--- src/hw/rtl/cam_mod.sv ---
`timescale 1ns / 1ps
// Pipelined remainder of a line number by a small divisor: one restoring
// step per dividend bit, W / STAGES bits per stage rounded up (eight by default).
module cam_mod #(
	parameter int unsigned W = 64,
	parameter int unsigned DW = 21,
	parameter int unsigned STAGES = 8
) (
	input logic clk,
	input logic adv,
	input logic [W-1:0] num,
	input logic [DW-1:0] den,
	output logic [DW-1:0] rem
);
	localparam int unsigned BPS = (W + STAGES - 1) / STAGES;
	localparam int unsigned PW = BPS * STAGES;
	logic [PW-1:0] n_s [STAGES+1];
	logic [DW-1:0] r_s [STAGES+1];
	logic [DW-1:0] d_s [STAGES+1];

	assign n_s[0] = PW'(num);
	assign r_s[0] = '0;
	assign d_s[0] = den;

	for (genvar g = 0; g < STAGES; g++) begin : g_st
		logic [PW-1:0] n_c;
		logic [DW-1:0] r_c;
		always_comb begin
			logic [DW:0] t;
			n_c = n_s[g];
			r_c = r_s[g];
			for (int b = 0; b < BPS; b++) begin
				t = {r_c, n_c[PW-1]};
				n_c = n_c << 1;
				if (t >= {1'b0, d_s[g]}) t = t - {1'b0, d_s[g]};
				r_c = t[DW-1:0];
			end
		end
		always_ff @(posedge clk) begin
			if (adv) begin
				n_s[g+1] <= n_c;
				r_s[g+1] <= r_c;
				d_s[g+1] <= d_s[g];
			end
		end
	end
	assign rem = r_s[STAGES];
endmodule

--- config.mk ---
export PLATFORM = sky130hd
export DESIGN_NAME = cam_mod
export DESIGN_NICKNAME = d
export VERILOG_FILES = /design/src/hw/rtl/cam_mod.sv
export SDC_FILE = /design/constraint.sdc
export NUM_CORES = 2
export LEC_CHECK = 0
export BUFFER_PORTS_ARGS = -buffer_cell sky130_fd_sc_hd__buf_4
export CAP_MARGIN = 30
export CELL_PAD_IN_SITES_DETAIL_PLACEMENT = 1
export CELL_PAD_IN_SITES_GLOBAL_PLACEMENT = 2
export CORE_AREA = 2 2 561 563
export CTS_CLUSTER_DIAMETER = 40
export DETAILED_ROUTE_END_ITERATION = 7
export DIE_AREA = 0 0 563 565
export PLACE_DENSITY_LB_ADDON = 0.12
export SETUP_SLACK_MARGIN = 0.4
export SYNTH_ARGS = -nofsm -noshare
export SYNTH_HDL_FRONTEND = slang
export SYNTH_SLANG_ARGS = --single-unit
--- constraint.sdc ---
create_clock -name clk -period 80.5 [get_ports clk]
set_input_delay 12.075 -clock clk [delete_from_list [all_inputs] [get_ports clk]]
set_output_delay 12.075 -clock clk [all_outputs]
set_load 0.02 [all_outputs]
**Word level (Yosys, flattened, before mapping)**

Cells that the tools add are included.

- Flip-flop bits (word level): 539
- Bits in latches: 0
- Bits in writable memories: 0
- Memory bits (read-only): 0
- Bits of input ports: 87
- Output and inout port bits: 21
- Memories kept: 0

- Add/subtract/negate cells: 64
- Multiply operators: 0
- Div/mod/pow operators: 0
- Magnitude comparators: 64
- Equal/unequal tests: 0
- Shift-type cells: 0
- Mux-type cells: 64
- Bitwise logic cells: 0
- Reductions and logical operators: 0

Operators by type and width:

| cell | number |
|---|---|
| 22-bit by 21-bit >= comparator with 1-bit output | 63 |
| 21-bit 2-to-1 mux | 64 |
| 21-bit subtractor | 63 |
| 1-bit by 21-bit >= comparator with 1-bit output | 1 |
| 1-bit by 21-bit subtractor with 21-bit output | 1 |

**Logic depth before layout (Yosys ltp)**

- Depth in word-level cells: 16
- Depth in mapped cells: 126
- Mapped depth without buffers: 111

**Worst setup path before layout**

Ideal clock, no wire load.

- Path kind: input to register
- From: input port num[63]
- To: register r_s[161] (netlist name) (data pin)
- Library setup time: 0.278 ns
- Arrival time: 33.290 ns
- Setup slack: 46.931 ns
- Stages: 104
- Path through: inv_1 ha_1 o211ai_1 clkbuf_1 clkbuf_1 nor3_1 ha_1 and3_1 nand4_1 nor4_1 o31ai_1 a41oi_1 clkbuf_1 clkbuf_1 a21oi_1 fa_1 a21o_1 a21oi_1 (+68 left out) mux2_2 ha_1 a21o_1 a21oi_1 o21ai_0 a21oi_1 o21ai_0 a21oi_1 o21ai_0 a2111oi_0 or3_1 a31oi_1 nand4_1 nand3_1 or3_1 nand2_1 clkbuf_1 o221ai_1

- Word-level cells in the longest chain between the ends: 16
- Elaborated cells on any way between the ends: 24

Ends and longest elaborated chain:

| element | RTL line | text |
|---|---|---|
| start, declared | 11 | `input logic [W-1:0] num,` |
| 1-bit by 21-bit subtractor with 21-bit output / 1-bit by 21-bit >= comparator with 1-bit output (equally long branches) | 35 | `if (t >= {1'b0, d_s[g]}) t = t - {1'b0, d_s[g]};` |
| 21-bit 2-to-1 mux (*) | 35 |  |
| 21-bit subtractor / 22-bit by 21-bit >= comparator with 1-bit output (equally long branches) | 35 |  |
| 21-bit 2-to-1 mux (*) | 35 |  |
| 21-bit subtractor / 22-bit by 21-bit >= comparator with 1-bit output (equally long branches) | 35 |  |
| 21-bit 2-to-1 mux (*) | 35 |  |
| 21-bit subtractor / 22-bit by 21-bit >= comparator with 1-bit output (equally long branches) | 35 |  |
| 21-bit 2-to-1 mux (*) | 35 |  |
| 21-bit subtractor / 22-bit by 21-bit >= comparator with 1-bit output (equally long branches) | 35 |  |
| 21-bit 2-to-1 mux (*) | 35 |  |
| 21-bit subtractor / 22-bit by 21-bit >= comparator with 1-bit output (equally long branches) | 35 |  |
| 21-bit 2-to-1 mux (*) | 35 |  |
| 21-bit subtractor / 22-bit by 21-bit >= comparator with 1-bit output (equally long branches) | 35 |  |
| 21-bit 2-to-1 mux (*) | 35 |  |
| 21-bit subtractor / 22-bit by 21-bit >= comparator with 1-bit output (equally long branches) | 35 |  |
| 21-bit 2-to-1 mux (*) | 35 |  |
| end signal, assigned by index | 42 | `r_s[g+1] <= r_c;` |
| end, declared | 18 | `logic [DW-1:0] r_s [STAGES+1];` |

Every way passes the cells marked *; elsewhere a longest branch is shown, timed or not.
A chain may end at the register's enable or synchronous reset.

**Worst setup path in the final report**

- From: input port den[8]
- To: register r_s[151] (netlist name) (data pin)

- Word-level cells in the longest chain between the ends: 16
- Elaborated cells on any way between the ends: 24

Ends and longest elaborated chain:

| element | RTL line | text |
|---|---|---|
| start, declared | 12 | `input logic [DW-1:0] den,` |
| 1-bit by 21-bit subtractor with 21-bit output / 1-bit by 21-bit >= comparator with 1-bit output (equally long branches) | 35 |  |
| 21-bit 2-to-1 mux | 35 |  |
| 21-bit subtractor / 22-bit by 21-bit >= comparator with 1-bit output (equally long branches) | 35 |  |
| 21-bit 2-to-1 mux | 35 |  |
| 21-bit subtractor / 22-bit by 21-bit >= comparator with 1-bit output (equally long branches) | 35 |  |
| 21-bit 2-to-1 mux | 35 |  |
| 21-bit subtractor / 22-bit by 21-bit >= comparator with 1-bit output (equally long branches) | 35 |  |
| 21-bit 2-to-1 mux | 35 |  |
| 21-bit subtractor / 22-bit by 21-bit >= comparator with 1-bit output (equally long branches) | 35 |  |
| 21-bit 2-to-1 mux | 35 |  |
| 21-bit subtractor / 22-bit by 21-bit >= comparator with 1-bit output (equally long branches) | 35 |  |
| 21-bit 2-to-1 mux | 35 |  |
| 22-bit by 21-bit >= comparator with 1-bit output / 21-bit subtractor (equally long branches) | 35 |  |
| 21-bit 2-to-1 mux | 35 |  |
| 21-bit subtractor / 22-bit by 21-bit >= comparator with 1-bit output (equally long branches) | 35 |  |
| 21-bit 2-to-1 mux (*) | 35 |  |

Marks and branches as above.

==> run metrics <==
drt pass-1 iters=7; die height=565 µm; Post-Route Utilization=0.332; most common cell after layout, fill and taps aside=ha_1; Setup crit end kind=flip-flop; vias in the first global route=90000; wire per inst=22.4 µm; grt ovf=0; DP Wirelength=293 mm; most frequent CP cell=a21oi_1; Reg area=16200 µm²; post-CTS sizing=0; HP Class=flip-flop to flip-flop; post-CTS setup buffers=0; initial antenna violation count=17; clk sinks=539; Synth Area in Adders=0.191; CP arrival=38.06 ns; Final setup viols=0; Worst slew margin=0.324; Seq/Total Area, Yosys=0.174; FP Rows=205; Die X=563 µm; P&R area growth vs syn=10.8%; Final Max Slew Viols=0; syn nets=13000; I/O pins=108; clk slew on worst S/H paths=0.05 ns; asr flop ratio synth=0; Fillers=37000; largest net degree at the start of global routing=77; RSZ-0062 raised after global routing=false; Worst setup SP type=input port; Max stage delay on crit path=0.78 ns; Via density=5.49; Longest Clk Path Bufs=4; CTS tree=done; Synth warnings=0; CP Class=input port to flip-flop; post-synthesis compound-gate area fraction=0.239; clock skew=0.0564 ns; Port Buffers=107; Synth Register Bits=539; non-filler cells, final=15800; CP max-delay cell=nand4_1; xor/xnor share of the synthesized area=0.0909; hold_buf cts=0; fin crit period=37.49 ns; combinational family with the most area after synthesis=compound AO/OA/AOI/OAI gates; Starting Density=0.299; CP required=81.06 ns; H-tree depth=3; Simple-Gate Fraction of Synth Area=0.180; max-cap check violation count=0; multi-input logic area=73300 µm²; count of cell types in the netlist=109; maximum clock rate=0.0267 GHz; Via Count=86900; Iteration-0 DRC Markers=4089; cells after synthesis=11500; Avg Inst Size Synth=8.11 µm²; Tot GR Track Use=0.217; cell area after synthesis=93200 µm²; Final period util=0.466; Final ANT Viol Nets=0; outcome=finished, final reports clean; Remaining DRCs=0; core area=311000 µm²; sum of negative setup slack=0 ns; Worst-Skew Late Latency=0.87 ns; hold path depth=0; nets=13100; first-pass GRT wire length=547 mm; post-synthesis mux area share=0.0830; CP Max Fanout=34; most frequent cells in the layout=1325 x ha_1, 990 x a21oi_1, 910 x nand2_1; placed cells=15600; Hold Vio Cnt, Final=0; Die ar.=318000 µm²; final RePlAce weighted congestion=0.865; Post-synth EDFFs=539; WL final=354 mm; main flop type after synthesis=edfxtp_1; Root Buffer=clkbuf_16; CTS Buf Count=117; share of layout cells above drive strength 1=0.0992; depth of the most critical reg-to-reg path=105; Slew @ Worst Pin=1.01 ns
sequential cells by signal (all words and copies together), names as in the netlist:
register  cells
n_s          56
d_s         147
rem          21
r_s         147
g_st.n_c    168
cell type report:
type                            count  area share
Antenna cell                        5    0.000121
Clock buffer                      126      0.0287
Clock inverter                     88     0.00930
Inverter                          761      0.0277
Multi-Input combinational cell   9951       0.710
Sequential cell                   539       0.157
Tap cell                         4140      0.0502
Timing Repair Buffer              235      0.0176
synth_stat cells (86+ instances only):
cell type | n | share of area
o21ai_0 | 813 | 0.044
nor2b_1 | 177 | 0.012
or2_2 | 87 | 0.0058
a21o_1 | 401 | 0.032
a21oi_1 | 993 | 0.053
o21a_1 | 160 | 0.013
xnor2_1 | 639 | 0.060
clkbuf_1 | 170 | 0.0068
nand2b_1 | 190 | 0.013
o21bai_1 | 103 | 0.0083
nor2_1 | 804 | 0.032
a21boi_0 | 95 | 0.0076
mux2_2 | 544 | 0.066
nor3_1 | 278 | 0.015
and3_1 | 117 | 0.0079
nand3_1 | 243 | 0.013
a31oi_1 | 110 | 0.0074
mux2i_1 | 150 | 0.016
xor2_1 | 329 | 0.031
or3_1 | 111 | 0.0074
a211oi_1 | 103 | 0.0083
inv_1 | 761 | 0.031
nand2_1 | 910 | 0.037
edfxtp_1 | 539 | 0.17
ha_1 | 1325 | 0.18
o31ai_1 | 86 | 0.0069
nand4_1 | 207 | 0.014
final timing paths:
path	startpoint	endpoint	slack (ns)
worst max-delay path	den[8]	r_s[151]	43.01
worst min-delay path	g_st[2].n_c[55]	g_st[3].n_c[63]	0.38
worst max register to register	d_s[43]	r_s[21]	49.53
worst min register to register	g_st[2].n_c[55]	g_st[3].n_c[63]	0.38
critical path, delay by kind of cell:
| family | cells | cell delay [ns] |
|---|---|---|
| AND/OR/NAND/NOR | 24 | 6.47 |
| AO/OA/AOI/OAI | 54 | 13.54 |
| multiplexers | 4 | 1.09 |
| adder cells (fa/ha/maj) | 7 | 2.95 |
| buffers and inverters | 7 | 1.84 |
routing by layer:
metal | vias to the layer above | GRT usage | share of wire
met4 | 4 | 0.0416 | 0.018
li1 | 43100 | - | -
met3 | 282 | 0.0165 | 0.024
met5 | - | 0 | 0.000051
met2 | 941 | 0.373 | 0.47
met1 | 42600 | 0.298 | 0.49
cell families (layout without fill, tap and decap cells):
family,Yosys count,in the layout
fa+ha+maj,1388,1388
other cells,0,5
compound gates,3472,3472
simple gates,3422,3422
buf+inv,1008,1210
xor+xnor,968,968
flops,539,539
mux,701,701
stage by stage:
stage               hold WS (ns)  setup slack [ns]  area [µm²]
floorplan                  0.400             46.93       93200
global placement           0.400             42.63       99200
detailed placement         0.405             42.28       99300
CTS                        0.386             43.09      103000
global route               0.382             40.34      103000
finish                     0.383             43.01      103000
Power is left out: the tool's default activity adds up to more than one toggle a clock period on the data nets, which glitch-free logic cannot reach.
