--- src/hw/rtl/cam_pkg.sv ---
`timescale 1ns / 1ps
package cam_pkg;
	localparam int unsigned MAX_LINES_D = 65536;
	localparam int unsigned ADDR_BITS_D = 64;
	localparam int unsigned MAX_BANKS_D = 64;
	localparam logic [2:0] REG_LSB = 3'd0;
	localparam logic [2:0] REG_LINES = 3'd1;
	localparam logic [2:0] REG_WAYS = 3'd2;
	localparam logic [2:0] REG_BANKS = 3'd3;
	localparam logic [2:0] REG_BSEL = 3'd4;
	localparam logic CMD_SPLIT = 1'b0;
	localparam logic CMD_BUILD = 1'b1;

	// Derived configuration, worked out after reset and again after a register write.
	typedef struct packed {
		logic [3:0] lsb;
		logic [20:0] nsets;
		logic [8:0] nbanks;
		logic [6:0] bsel_w;
		logic np_sets;
		logic np_banks;
		logic plain;
		logic [6:0] bank_low;
		logic [6:0] tag_lo;
	} derived_t;

	function automatic logic [63:0] shl64(input logic [63:0] v, input logic [7:0] s);
		shl64 = (s >= 8'd64) ? 64'd0 : (v << s[5:0]);
	endfunction

	function automatic logic [63:0] shr64(input logic [63:0] v, input logic [7:0] s);
		shr64 = (s >= 8'd64) ? 64'd0 : (v >> s[5:0]);
	endfunction

	function automatic logic [63:0] lmask(input logic [7:0] n);
		lmask = (n >= 8'd64) ? '1 : ((64'd1 << n[5:0]) - 64'd1);
	endfunction
endpackage

--- src/hw/rtl/cam_cfg.sv ---
`timescale 1ns / 1ps
// Configuration registers and derived values; the derivation is a registered
// multi-cycle result settled while the block is idle.
module cam_cfg #(
	parameter int unsigned MAX_LINES = cam_pkg::MAX_LINES_D,
	parameter int unsigned MAX_BANKS = cam_pkg::MAX_BANKS_D
) (
	input logic clk,
	input logic arst_n,
	input logic cfg_valid,
	output logic cfg_ready,
	input logic [2:0] cfg_index,
	input logic [63:0] cfg_data,
	output cam_pkg::derived_t der
);
	localparam logic [20:0] MAXL = 21'(MAX_LINES);
	localparam logic [8:0] MAXB = 9'(MAX_BANKS);
	logic [3:0] lsb_q;
	logic [16:0] lines_q, ways_q;
	logic [6:0] banks_q;
	logic [5:0] bsel_q;
	logic [20:0] nlines_q, assoc_q;
	logic [4:0] lbits_q, abits_q;
	logic [8:0] nbanks_q;
	// Sequential divider for set count.
	logic [20:0] quo_q, rem_q;
	logic [4:0] dcnt_q;
	logic busy_q;
	cam_pkg::derived_t der_q;

	assign cfg_ready = 1'b1;

	always_ff @(posedge clk or negedge arst_n) begin
		if (!arst_n) begin
			lsb_q <= 4'd6;
			lines_q <= 17'd512;
			ways_q <= 17'd4;
			banks_q <= 7'd1;
			bsel_q <= 6'd0;
		end else if (cfg_valid) begin
			case (cfg_index)
				cam_pkg::REG_LSB: lsb_q <= cfg_data[3:0];
				cam_pkg::REG_LINES: lines_q <= cfg_data[16:0];
				cam_pkg::REG_WAYS: ways_q <= cfg_data[16:0];
				cam_pkg::REG_BANKS: banks_q <= cfg_data[6:0];
				cam_pkg::REG_BSEL: bsel_q <= cfg_data[5:0];
				default: ;
			endcase
		end
	end

	function automatic logic [4:0] flog2(input logic [20:0] v);
		logic [4:0] r;
		r = 5'd0;
		for (int i = 0; i < 21; i++)
			if (v[i]) r = 5'(i);
		flog2 = r;
	endfunction

	// Stage A: clamp counts.
	logic [20:0] nl_c;
	logic [8:0] nb_c;
	always_comb begin
		nl_c = (lines_q == 17'd0) ? 21'd1 : 21'(lines_q);
		if (nl_c > MAXL) nl_c = MAXL;
		nb_c = (banks_q == 7'd0) ? 9'd1 : 9'(banks_q);
		if (nb_c > MAXB) nb_c = MAXB;
	end

	always_ff @(posedge clk) begin
		nlines_q <= nl_c;
		assoc_q <= (ways_q == 17'd0) ? nl_c : 21'(ways_q);
		nbanks_q <= nb_c;
		lbits_q <= flog2(nl_c);
		abits_q <= flog2((ways_q == 17'd0) ? nl_c : 21'(ways_q));
	end

	// Restart the divider whenever a write lands; run one quotient bit a cycle.
	logic [21:0] trial;
	assign trial = {rem_q, quo_q[20]} - {1'b0, assoc_q};
	always_ff @(posedge clk or negedge arst_n) begin
		if (!arst_n) begin
			busy_q <= 1'b1;
			dcnt_q <= 5'd0;
		end else if (cfg_valid) begin
			busy_q <= 1'b1;
			dcnt_q <= 5'd0;
		end else if (busy_q) begin
			dcnt_q <= dcnt_q + 5'd1;
			if (dcnt_q == 5'd23) busy_q <= 1'b0;
		end
	end

	always_ff @(posedge clk) begin
		if (busy_q && dcnt_q < 5'd2) begin
			quo_q <= nlines_q;
			rem_q <= '0;
		end else if (busy_q && dcnt_q < 5'd23) begin
			if (!trial[21]) begin
				rem_q <= trial[20:0];
				quo_q <= {quo_q[19:0], 1'b1};
			end else begin
				rem_q <= {rem_q[19:0], quo_q[20]};
				quo_q <= {quo_q[19:0], 1'b0};
			end
		end
	end

	// Final derivation, latched once the divider has finished.
	logic [4:0] bb;
	logic [6:0] ib, ib2;
	logic pl, nps;
	always_comb begin
		bb = flog2(21'(nbanks_q));
		nps = nlines_q != (21'd1 << lbits_q);
		pl = (bsel_q == 6'd0) || (bsel_q == 6'(lsb_q));
		ib = (lbits_q > abits_q) ? 7'(lbits_q - abits_q) : 7'd0;
		ib2 = pl ? ib : ((ib > 7'(bb)) ? ib - 7'(bb) : 7'd0);
	end

	always_ff @(posedge clk) begin
		if (busy_q && dcnt_q == 5'd23) begin
			der_q.lsb <= lsb_q;
			der_q.nsets <= (quo_q == 21'd0) ? 21'd1 : quo_q;
			der_q.nbanks <= nbanks_q;
			der_q.bsel_w <= 7'(bb);
			der_q.np_sets <= nps;
			der_q.np_banks <= nbanks_q != (9'd1 << bb);
			der_q.plain <= pl;
			der_q.bank_low <= pl ? 7'(lsb_q) : 7'(bsel_q);
			der_q.tag_lo <= nps ? 7'(lsb_q) : ib2 + 7'(lsb_q);
		end
	end
	assign der = der_q;
endmodule

--- config.mk ---
export PLATFORM = sky130hd
export DESIGN_NAME = cam_cfg
export DESIGN_NICKNAME = d
export VERILOG_FILES = /design/src/hw/rtl/cam_pkg.sv /design/src/hw/rtl/cam_cfg.sv
export SDC_FILE = /design/constraint.sdc
export NUM_CORES = 1
export LEC_CHECK = 0
export ABC_AREA = 1
export BUFFER_PORTS_ARGS = -buffer_cell sky130_fd_sc_hd__buf_4
export CAP_MARGIN = 25
export CORE_MARGIN = 5
export CORE_UTILIZATION = 58
export DETAILED_ROUTE_END_ITERATION = 8
export PLACE_DENSITY = 0.8
export SLEW_MARGIN = 10
export SYNTH_ARGS = -nofsm -noshare
export SYNTH_HDL_FRONTEND = slang
export SYNTH_SLANG_ARGS = --single-unit
--- constraint.sdc ---
create_clock -name clk -period 4.9 [get_ports clk]
set_input_delay 0.98 -clock clk [delete_from_list [all_inputs] [get_ports clk]]
set_output_delay 0.98 -clock clk [all_outputs]
set_load 0.01 [all_outputs]
* Word-level counts from Yosys, hierarchy flattened *
Index checks and enable logic that the tools add are counted.

storage, ports and cells
  bits in registers = 216
  output and inout bits = 59
  bits of input ports = 70

cells by class
  equal/unequal tests = 8
  multiplexer cells = 64
  order comparisons = 6
  add/sub/neg operators = 5
  shifts and indexed selects = 2
  reductions and logical operators = 19

operators by type and width
  cell                    count
  $mux W5                 37
  $mux W21                4
  $logic_not A17 Y1       2
  $mux W17                2
  $mux W7                 4
  $mux W3                 8
  $sub A22 B21 Y22        1
  $logic_not A21 Y1       1
  $ne A21 B21 Y1          1
  $shl A1 B5 Y21 const A  1
  $gt A17 B17 Y1 const B  1
  $reduce_and A2 Y1       5
  $reduce_or A5 Y1        2
  $ne A9 B9 Y1            1
  $shl A1 B5 Y9 const A   1
  $mux W4                 2
  $add A7 B4 Y7           1
  $gt A7 B5 Y1            1
  $gt A7 B7 Y1 const B    1
  $logic_not A7 Y1        1
  $mux W1                 7
  $sub A7 B5 Y7           1
  $eq A3 B2 Y1 const B    2
  $eq A6 B4 Y1            1
  other kinds (13)        16

* Longest topological paths before layout *
Gate-level depths: netlist of the first run.

  word-level depth = 24
  depth in mapped cells = 23
  depth with buffers taken out = 23

* Worst setup path before layout of the first run *
Ideal clock, no wire load.

  path type = register -> register
  from = register lbits_q[0]
  to = register der_q, in the netlist der[5], data pin
  data arrival time = 3884 ps
  cell stages (with the launch flop) = 23
  clock period less this slack = 4150 ps
  setup slack = 750 ps
  cell sequence = dfxtp_1 > inv_1 > ha_1 > fa_1 > o21ai_1 > inv_1 > o21ai_1 > nand2_1 > nor3b_1 > ha_1 > nand2_1 > nor2_1 > a211oi_1 > o211ai_1 > nor2_1 > a21oi_1 > ha_1 > a21oi_1 > inv_1 > a31oi_1 > nor2_1 > o211ai_1 > a21oi_1

between the ends
  longest elaborated chain between the ends = 6

ends and longest elaborated chain
  item                                                  line            RTL
  start: declaration                                    cam_cfg.sv:23   logic [4:0] lbits_q, abits_q;
  start signal: assignment                              cam_cfg.sv:74   lbits_q <= flog2(nl_c);
  $sub A5 B5 Y6 / $gt A5 B5 Y1 (equally long branches)  cam_cfg.sv:117  ib = (lbits_q > abits_q) ? 7'(lbits_q - abits_q) : 7'd0;
  $mux W7                                               cam_cfg.sv:117
  $sub A7 B5 Y7 / $gt A7 B5 Y1 (equally long branches)  cam_cfg.sv:118  ib2 = pl ? ib : ((ib > 7'(bb)) ? ib - 7'(bb) : 7'd0);
  $mux W7 (2 in a row)                                  cam_cfg.sv:118
  $add A7 B4 Y7                                         cam_cfg.sv:131  der_q.tag_lo <= nps ? 7'(lsb_q) : ib2 + 7'(lsb_q);
  end: declaration                                      cam_cfg.sv:29   cam_pkg::derived_t der_q;

Several ways; a longest one is shown, not always the timed one.
A chain may end at the register's enable or synchronous reset.

* Final worst setup path of the first run *
Ends and elaborated chain as after synthesis.

==> results.json, run 1 <==
{
  "total_power_uw": 6520,
  "hold_violations": 0,
  "worstPathMaxFanout": 5,
  "dp_hpwl_um": 14200,
  "yosysWarnings": 0,
  "synth_area_mm2": 0.00963,
  "post-route-period-util_pct": 89.7,
  "setup_violations": 0,
  "cts_tree": "done",
  "diodes": 0,
  "die_w_um": 139,
  "layoutNonFillerInstCount": 1384,
  "power_density_mw_per_mm2": 592,
  "layout-drive-gt1-share_pct": 13.7,
  "fillers": 1295,
  "numCtsBuffers": 21,
  "first_iter_violations": 661,
  "ant_nets": 0,
  "drt_first_pass_iters": 5,
  "p_leak_uw": 0.00517,
  "clk_pin_slew_ns": 0.06,
  "clk_latency_ns": 0.50,
  "rr_worst_depth": 22,
  "syn_to_final_growth_pct": 14.4,
  "yosys_most_used_dff": "edfxtp_1",
  "holdCritPathClass": "register to register",
  "num_io_pins": 129,
  "die_h_um": 139,
  "initial_utilization_pct": 58.5,
  "relSlewSlack_pct": 36.4,
  "ys_ff_latch": 201,
  "hold_path_depth": 0,
  "fin_nets": 1254,
  "outcome": "complete, no violations",
  "postSynthCellCount": 1100,
  "clock-root-buffer": "clkbuf_16",
  "clock_path_buffers": 3,
  "antenna_found_initial": 0,
  "drc": 0,
  "ir_drop_mv": 0.379,
  "ys_types": 51,
  "coreArea_mm2": 0.0165,
  "fin_tns_setup_ns": 0,
  "synth-edff-count": 72,
  "clock.fmax_mhz": 228,
  "gp_congestion": 0.967,
  "postSynth.asyncResetShare_pct": 28.4,
  "cap_violations": 0,
  "grt_start_max_net_pins": 64,
  "routed_via_density": 5.34,
  "worst_setup_path_start_kind": "register",
  "clkSinkCount": 201,
  "worst_pin_slew_ns": 0.951,
  "port-buffer-count": 73,
  "wl_per_cell_um": 14.1,
  "place_inst": 1346,
  "fin_util_pct": 66.9,
  "grt_pass1_vias": 6901,
  "fin_area_mm2": 0.0110,
  "post-cts-setup-buffers": 0,
  "dr_total_vias": 7387,
  "worstPathArrival_ns": 4.63,
  "cp-end-kind": "register",
  "h-tree-depth": 1,
  "rows": 47,
  "grt_overflow": 0,
  "seq_area_frac_synth_pct": 52.3,
  "layout_min_cycle_time_ns": 4.39,
  "maxSlewViolCount": 0,
  "grt_setup_unrepaired": "false",
  "worstPathRequired_ns": 5.14,
  "grt_pass1_wl_um": 33200,
  "grt_usage_pct": 20.2,
  "clock_skew_ns": 0.0236,
  "crit_type": "register to register",
  "syn_area_per_cell_um2": 8.76,
  "holdBufCountCts": 0,
  "place_area_mm2": 0.0103,
  "dieArea_mm2": 0.0193,
  "wl_um": 19600
}
-- cells by family (layout without fill, tap and decap cells) --
family | Yosys count | after routing | synth area share, %
other cells | 2 | 8 | 0.0780
mux | 6 | 6 | 0.701
buf+inv | 234 | 292 | 9.56
simple gates | 372 | 372 | 16.3
xor+xnor | 34 | 34 | 3.09
fa+ha+maj | 34 | 34 | 4.73
compound gates | 217 | 217 | 13.3
flops | 201 | 201 | 52.3
-- path summary, 6_finish.rpt --
check | slack [ns] | start | endpoint
max in group asynchronous | 3.90 | arst_n | bsel_q[3]
min in group asynchronous | 0.53 | arst_n | ways_q[6]
min | 0.45 | nbanks_q[0] | der[24]
max | 0.51 | lbits_q[0] | der[5]
min reg2reg | 0.45 | nbanks_q[0] | der[24]
max reg2reg | 0.51 | lbits_q[0] | der[5]
-- repair_timing --
item	in CTS	in global routing
hold endpoints to repair	0	0
resized for setup	0	4
endpoints found under the setup margin	0	2
-- cell usage after synthesis, types with 3 or more instances --
cell	n	share of area (%)
a21oi_1	54	2.8
a31oi_1	5	0.32
buf_2	4	0.21
buf_4	8	0.62
clkbuf_1	44	1.7
dfrtp_1	51	13
dfstp_2	6	1.6
dfxtp_1	72	15
edfxtp_1	72	22
fa_1	4	0.83
ha_1	30	3.9
inv_1	162	6.3
inv_2	14	0.55
mux2_2	6	0.70
nand2_1	200	7.8
nand3_1	38	2.0
nand4_1	10	0.65
nor2_1	83	3.2
nor2_2	5	0.32
nor3_1	14	0.73
nor4_1	14	0.91
o211ai_1	40	3.1
o21ai_0	80	4.2
o21ai_1	13	0.68
o21bai_1	3	0.23
o31ai_1	3	0.23
xnor2_1	16	1.5
xor2_1	18	1.6
-- power by group --
group | leakage, µW | internal, µW | switching, µW | total (µW)
Sequential | 0.00202 | 2070 | 260 | 2330
Clock | 0.000336 | 954 | 628 | 1580
Combinational | 0.00282 | 1010 | 1600 | 2610
Total | 0.00517 | 4030 | 2490 | 6520
-- metrics by stage --
stage          hold slack [ns]  setup slack, ns
2_1_floorplan            0.429            0.750
3_3_place_gp             0.432            0.437
3_5_place_dp             0.435            0.298
4_1_cts                  0.447            0.309
5_1_grt                  0.464           0.0419
6_report                 0.453            0.506
-- cells in the final DEF (no fill, tap or decap), types with 3 or more instances in the layout --
cell type	n
nor2_1	81
fa_1	4
o21bai_1	3
mux2_2	6
nand3_1	37
inv_2	14
nor4_1	14
nand4_1	10
clkinv_1	3
o211ai_1	40
conb_1	8
o31ai_1	3
clkbuf_16	22
xnor2_1	16
inv_1	162
ha_1	30
a31oi_1	4
nor3_1	14
a21oi_1	54
nor2_2	6
edfxtp_1	72
o21ai_1	11
xor2_1	18
dfrtp_1	51
nand2_1	200
buf_4	77
dfxtp_1	72
o21ai_0	80
dfstp_2	6
-- critical path, cell delays in order, from the launching register on --
cell	delay, ns
dfxtp_1	0.40
inv_1	0.11
ha_1	0.23
fa_1	0.41
o21ai_1	0.19
inv_1	0.09
o21ai_2	0.17
nand2_1	0.14
nor2_1	0.26
ha_1	0.29
nand2_1	0.09
nor2_1	0.04
a211oi_1	0.23
o211ai_1	0.17
nor2_2	0.19
a21oi_1	0.07
ha_1	0.34
a21oi_1	0.17
inv_1	0.07
a31oi_2	0.21
nor2_1	0.06
o211ai_1	0.16
a21oi_1	0.08
-- layer usage --
metal	track usage (%)	vias up	wire (µm)
li1	-	3712	-
met2	33.1	242	9060
met5	0	-	0
met3	2.41	37	1230
met4	5.56	0	421
met1	28.7	3396	8850
-- flip-flops by register name, indices dropped and copies added (netlist names) --
signal,count
busy_q,1
assoc_q,17
ways_q,17
der,51
dcnt_q,5
quo_q,21
rem_q,21
lines_q,17
banks_q,7
bsel_q,6
nbanks_q,7
nlines_q,17
lbits_q,5
abits_q,5
lsb_q,4
-- cell type report --
| cell class | count | area, µm² | area share [%] |
|---|---|---|---|
| flip-flops and latches | 201 | 5040 | 45.7 |
| clock inverters | 11 | 113 | 1.02 |
| multi-input cells | 671 | 3740 | 33.9 |
| inverters | 177 | 664 | 6.03 |
| well taps | 220 | 275 | 2.50 |
| clock buffers | 26 | 586 | 5.31 |
| repair buffers | 78 | 606 | 5.50 |
Power figures use the tool's default switching activity.
==> run 2, diff against run 1 <==
--- a/config.mk
+++ b/config.mk
@@ -9,9 +9,9 @@
 export BUFFER_PORTS_ARGS = -buffer_cell sky130_fd_sc_hd__buf_4
 export CAP_MARGIN = 25
 export CORE_MARGIN = 5
-export CORE_UTILIZATION = 58
+export CORE_UTILIZATION = 62
 export DETAILED_ROUTE_END_ITERATION = 8
-export PLACE_DENSITY = 0.8
+export PLACE_DENSITY = 0.85
 export SLEW_MARGIN = 10
 export SYNTH_ARGS = -nofsm -noshare
 export SYNTH_HDL_FRONTEND = slang
==> constraint.sdc (replaced) <==
create_clock -name clk -period 5.4 [get_ports clk]
set_input_delay 1.08 -clock clk [delete_from_list [all_inputs] [get_ports clk]]
set_output_delay 1.08 -clock clk [all_outputs]
set_load 0.01 [all_outputs]
==> run 2 against run 1 <==
- first-iteration DRC count up 1.8%
- maximum frequency down 8.3%
- total power down 9.1%
- via count up 1.6%
- setup slack better by 0.10 ns
- cell area down 0.72%
- sequential cell count unchanged
- critical endpoint unchanged
==> results.json, run 2 (synthesis gave the netlist of run 1 again) <==
{
  "post-cts-setup-buffers": 0,
  "clk_pin_slew_ns": 0.06,
  "setup_violations": 0,
  "antenna_found_initial": 0,
  "worst_pin_slew_ns": 0.899,
  "layout_min_cycle_time_ns": 4.79,
  "layout_commonest_cell": "nand2_1",
  "wl_per_cell_um": 15.1,
  "regToRegStartpoint": "lbits_q[0]",
  "dr_total_vias": 7508,
  "clock-root-buffer": "clkbuf_16",
  "clock.fmax_mhz": 209,
  "place_inst": 1314,
  "drc": 0,
  "coreArea_mm2": 0.0152,
  "clkSinkCount": 201,
  "grt_pass1_vias": 7167,
  "worstPathArrival_ns": 5.02,
  "cts_resized": 0,
  "holdBufCountCts": 0,
  "dieArea_mm2": 0.0181,
  "grt_start_max_net_pins": 64,
  "num_io_pins": 129,
  "cpMaxStageDelayCell": "fa_1",
  "grt_setup_unrepaired": "false",
  "min_from": "banks_q[6]",
  "layout_common_cells": "200 x nand2_1, 162 x inv_1, 82 x nor2_1",
  "post-route-period-util_pct": 88.8,
  "crit_type": "register to register",
  "cpLargestDelayFamily": "compound AO/OA/AOI/OAI gates",
  "clock_skew_ns": 0.00716,
  "fin_nets": 1253,
  "cts_tree": "done",
  "drt_first_pass_iters": 7,
  "cp_num_buf_inv": 3,
  "largest_reg_flops": 51,
  "hold_violations": 0,
  "numCtsBuffers": 20,
  "die_w_um": 135,
  "syn_to_final_growth_pct": 13.6,
  "initial_utilization_pct": 63.4,
  "h-tree-depth": 1,
  "ir_drop_mv": 0.340,
  "fin_tns_setup_ns": 0,
  "worst_setup_path_start_kind": "register",
  "die_h_um": 135,
  "routed_via_density": 5.56,
  "gp_congestion": 0.945,
  "clk_latency_ns": 0.49,
  "worstPathRequired_ns": 5.63,
  "power_density_mw_per_mm2": 542,
  "p_leak_uw": 0.00516,
  "grt_pass1_wl_um": 33900,
  "layoutNonFillerInstCount": 1351,
  "outcome": "complete, no violations",
  "cap_violations": 0,
  "rows": 45,
  "layout-drive-gt1-share_pct": 13.3,
  "cp_slowest_stage_delay_ns": 0.42,
  "cp_cell_sequence": "inv_1 -> ha_1 -> fa_1 -> o21ai_1 -> inv_1 -> o21ai_1 -> nand2_1 -> nor3b_1 -> ha_1 -> nand2_1 -> nor2_1 -> a211oi_1 -> o211ai_1 -> nor2_1 -> a21oi_1 -> ha_1 -> a21oi_1 -> inv_1 -> a31oi_1 -> nor2_1 -> o211ai_1 -> a21oi_1",
  "grt_overflow": 0,
  "first_iter_violations": 673,
  "cp-end-kind": "register",
  "relSlewSlack_pct": 40.0,
  "wl_um": 20400,
  "ant_nets": 0,
  "maxSlewViolCount": 0,
  "holdCritPathClass": "register to register",
  "dp_hpwl_um": 14300,
  "port-buffer-count": 73,
  "clock_path_buffers": 3,
  "grt_usage_pct": 22.5,
  "startpoint": "lbits_q[0]",
  "diodes": 0,
  "worstPathMaxFanout": 5
}
-- run 2: area by class of cell --
cell class,count,area [µm²]
clock buffer,26,584
clock inverter,10,105
fill,1146,4260
inverter,177,664
multi-input combinational,671,3720
sequential,201,5040
tap,188,235
timing repair buffer,78,593
-- run 2: layer usage --
layer	wire (µm)	part of all wire [%]	global-route usage [%]	vias up
li1	-	-	-	3705
met1	9060	44	31.1	3471
met2	9640	47	37.3	278
met3	1220	6.0	2.68	54
met4	524	2.6	7.18	0
met5	0	0	0	-
-- run 2: report_power, final --
group          total [µW]  switching, µW  leakage (µW)  internal [µW]
sequential           2120            244       0.00202           1880
clock                1430            571      0.000332            859
combinational        2380           1470       0.00281            912
-- run 2: path summary, 6_finish.rpt --
| path | endpoint | slack (ns) | cells past startpoint |
|---|---|---|---|
| worst min-delay path | nbanks_q[6] | 0.44 | 0 |
| worst min register to register | nbanks_q[6] | 0.44 | 0 |
| worst max-delay path | der[5] | 0.61 | 22 |
| min in group asynchronous | banks_q[2] | 0.63 | 1 |
| max in group asynchronous | ways_q[7] | 4.31 | 1 |
| worst max register to register | der[5] | 0.61 | 22 |
-- run 2: through the flow --
stage	area [µm²]	utilization [%]	total power, µW	worst slack [ns]	hold slack [ns]
floorplan	9660	-	4020	1.25	0.429
global placement	10200	67.3	4370	0.938	0.430
CTS	10900	71.9	5920	0.674	0.432
global route	10900	72.0	6380	0.153	0.451
detailed placement	10200	67.3	4450	0.680	0.428
finish	10900	72.0	5930	0.607	0.436
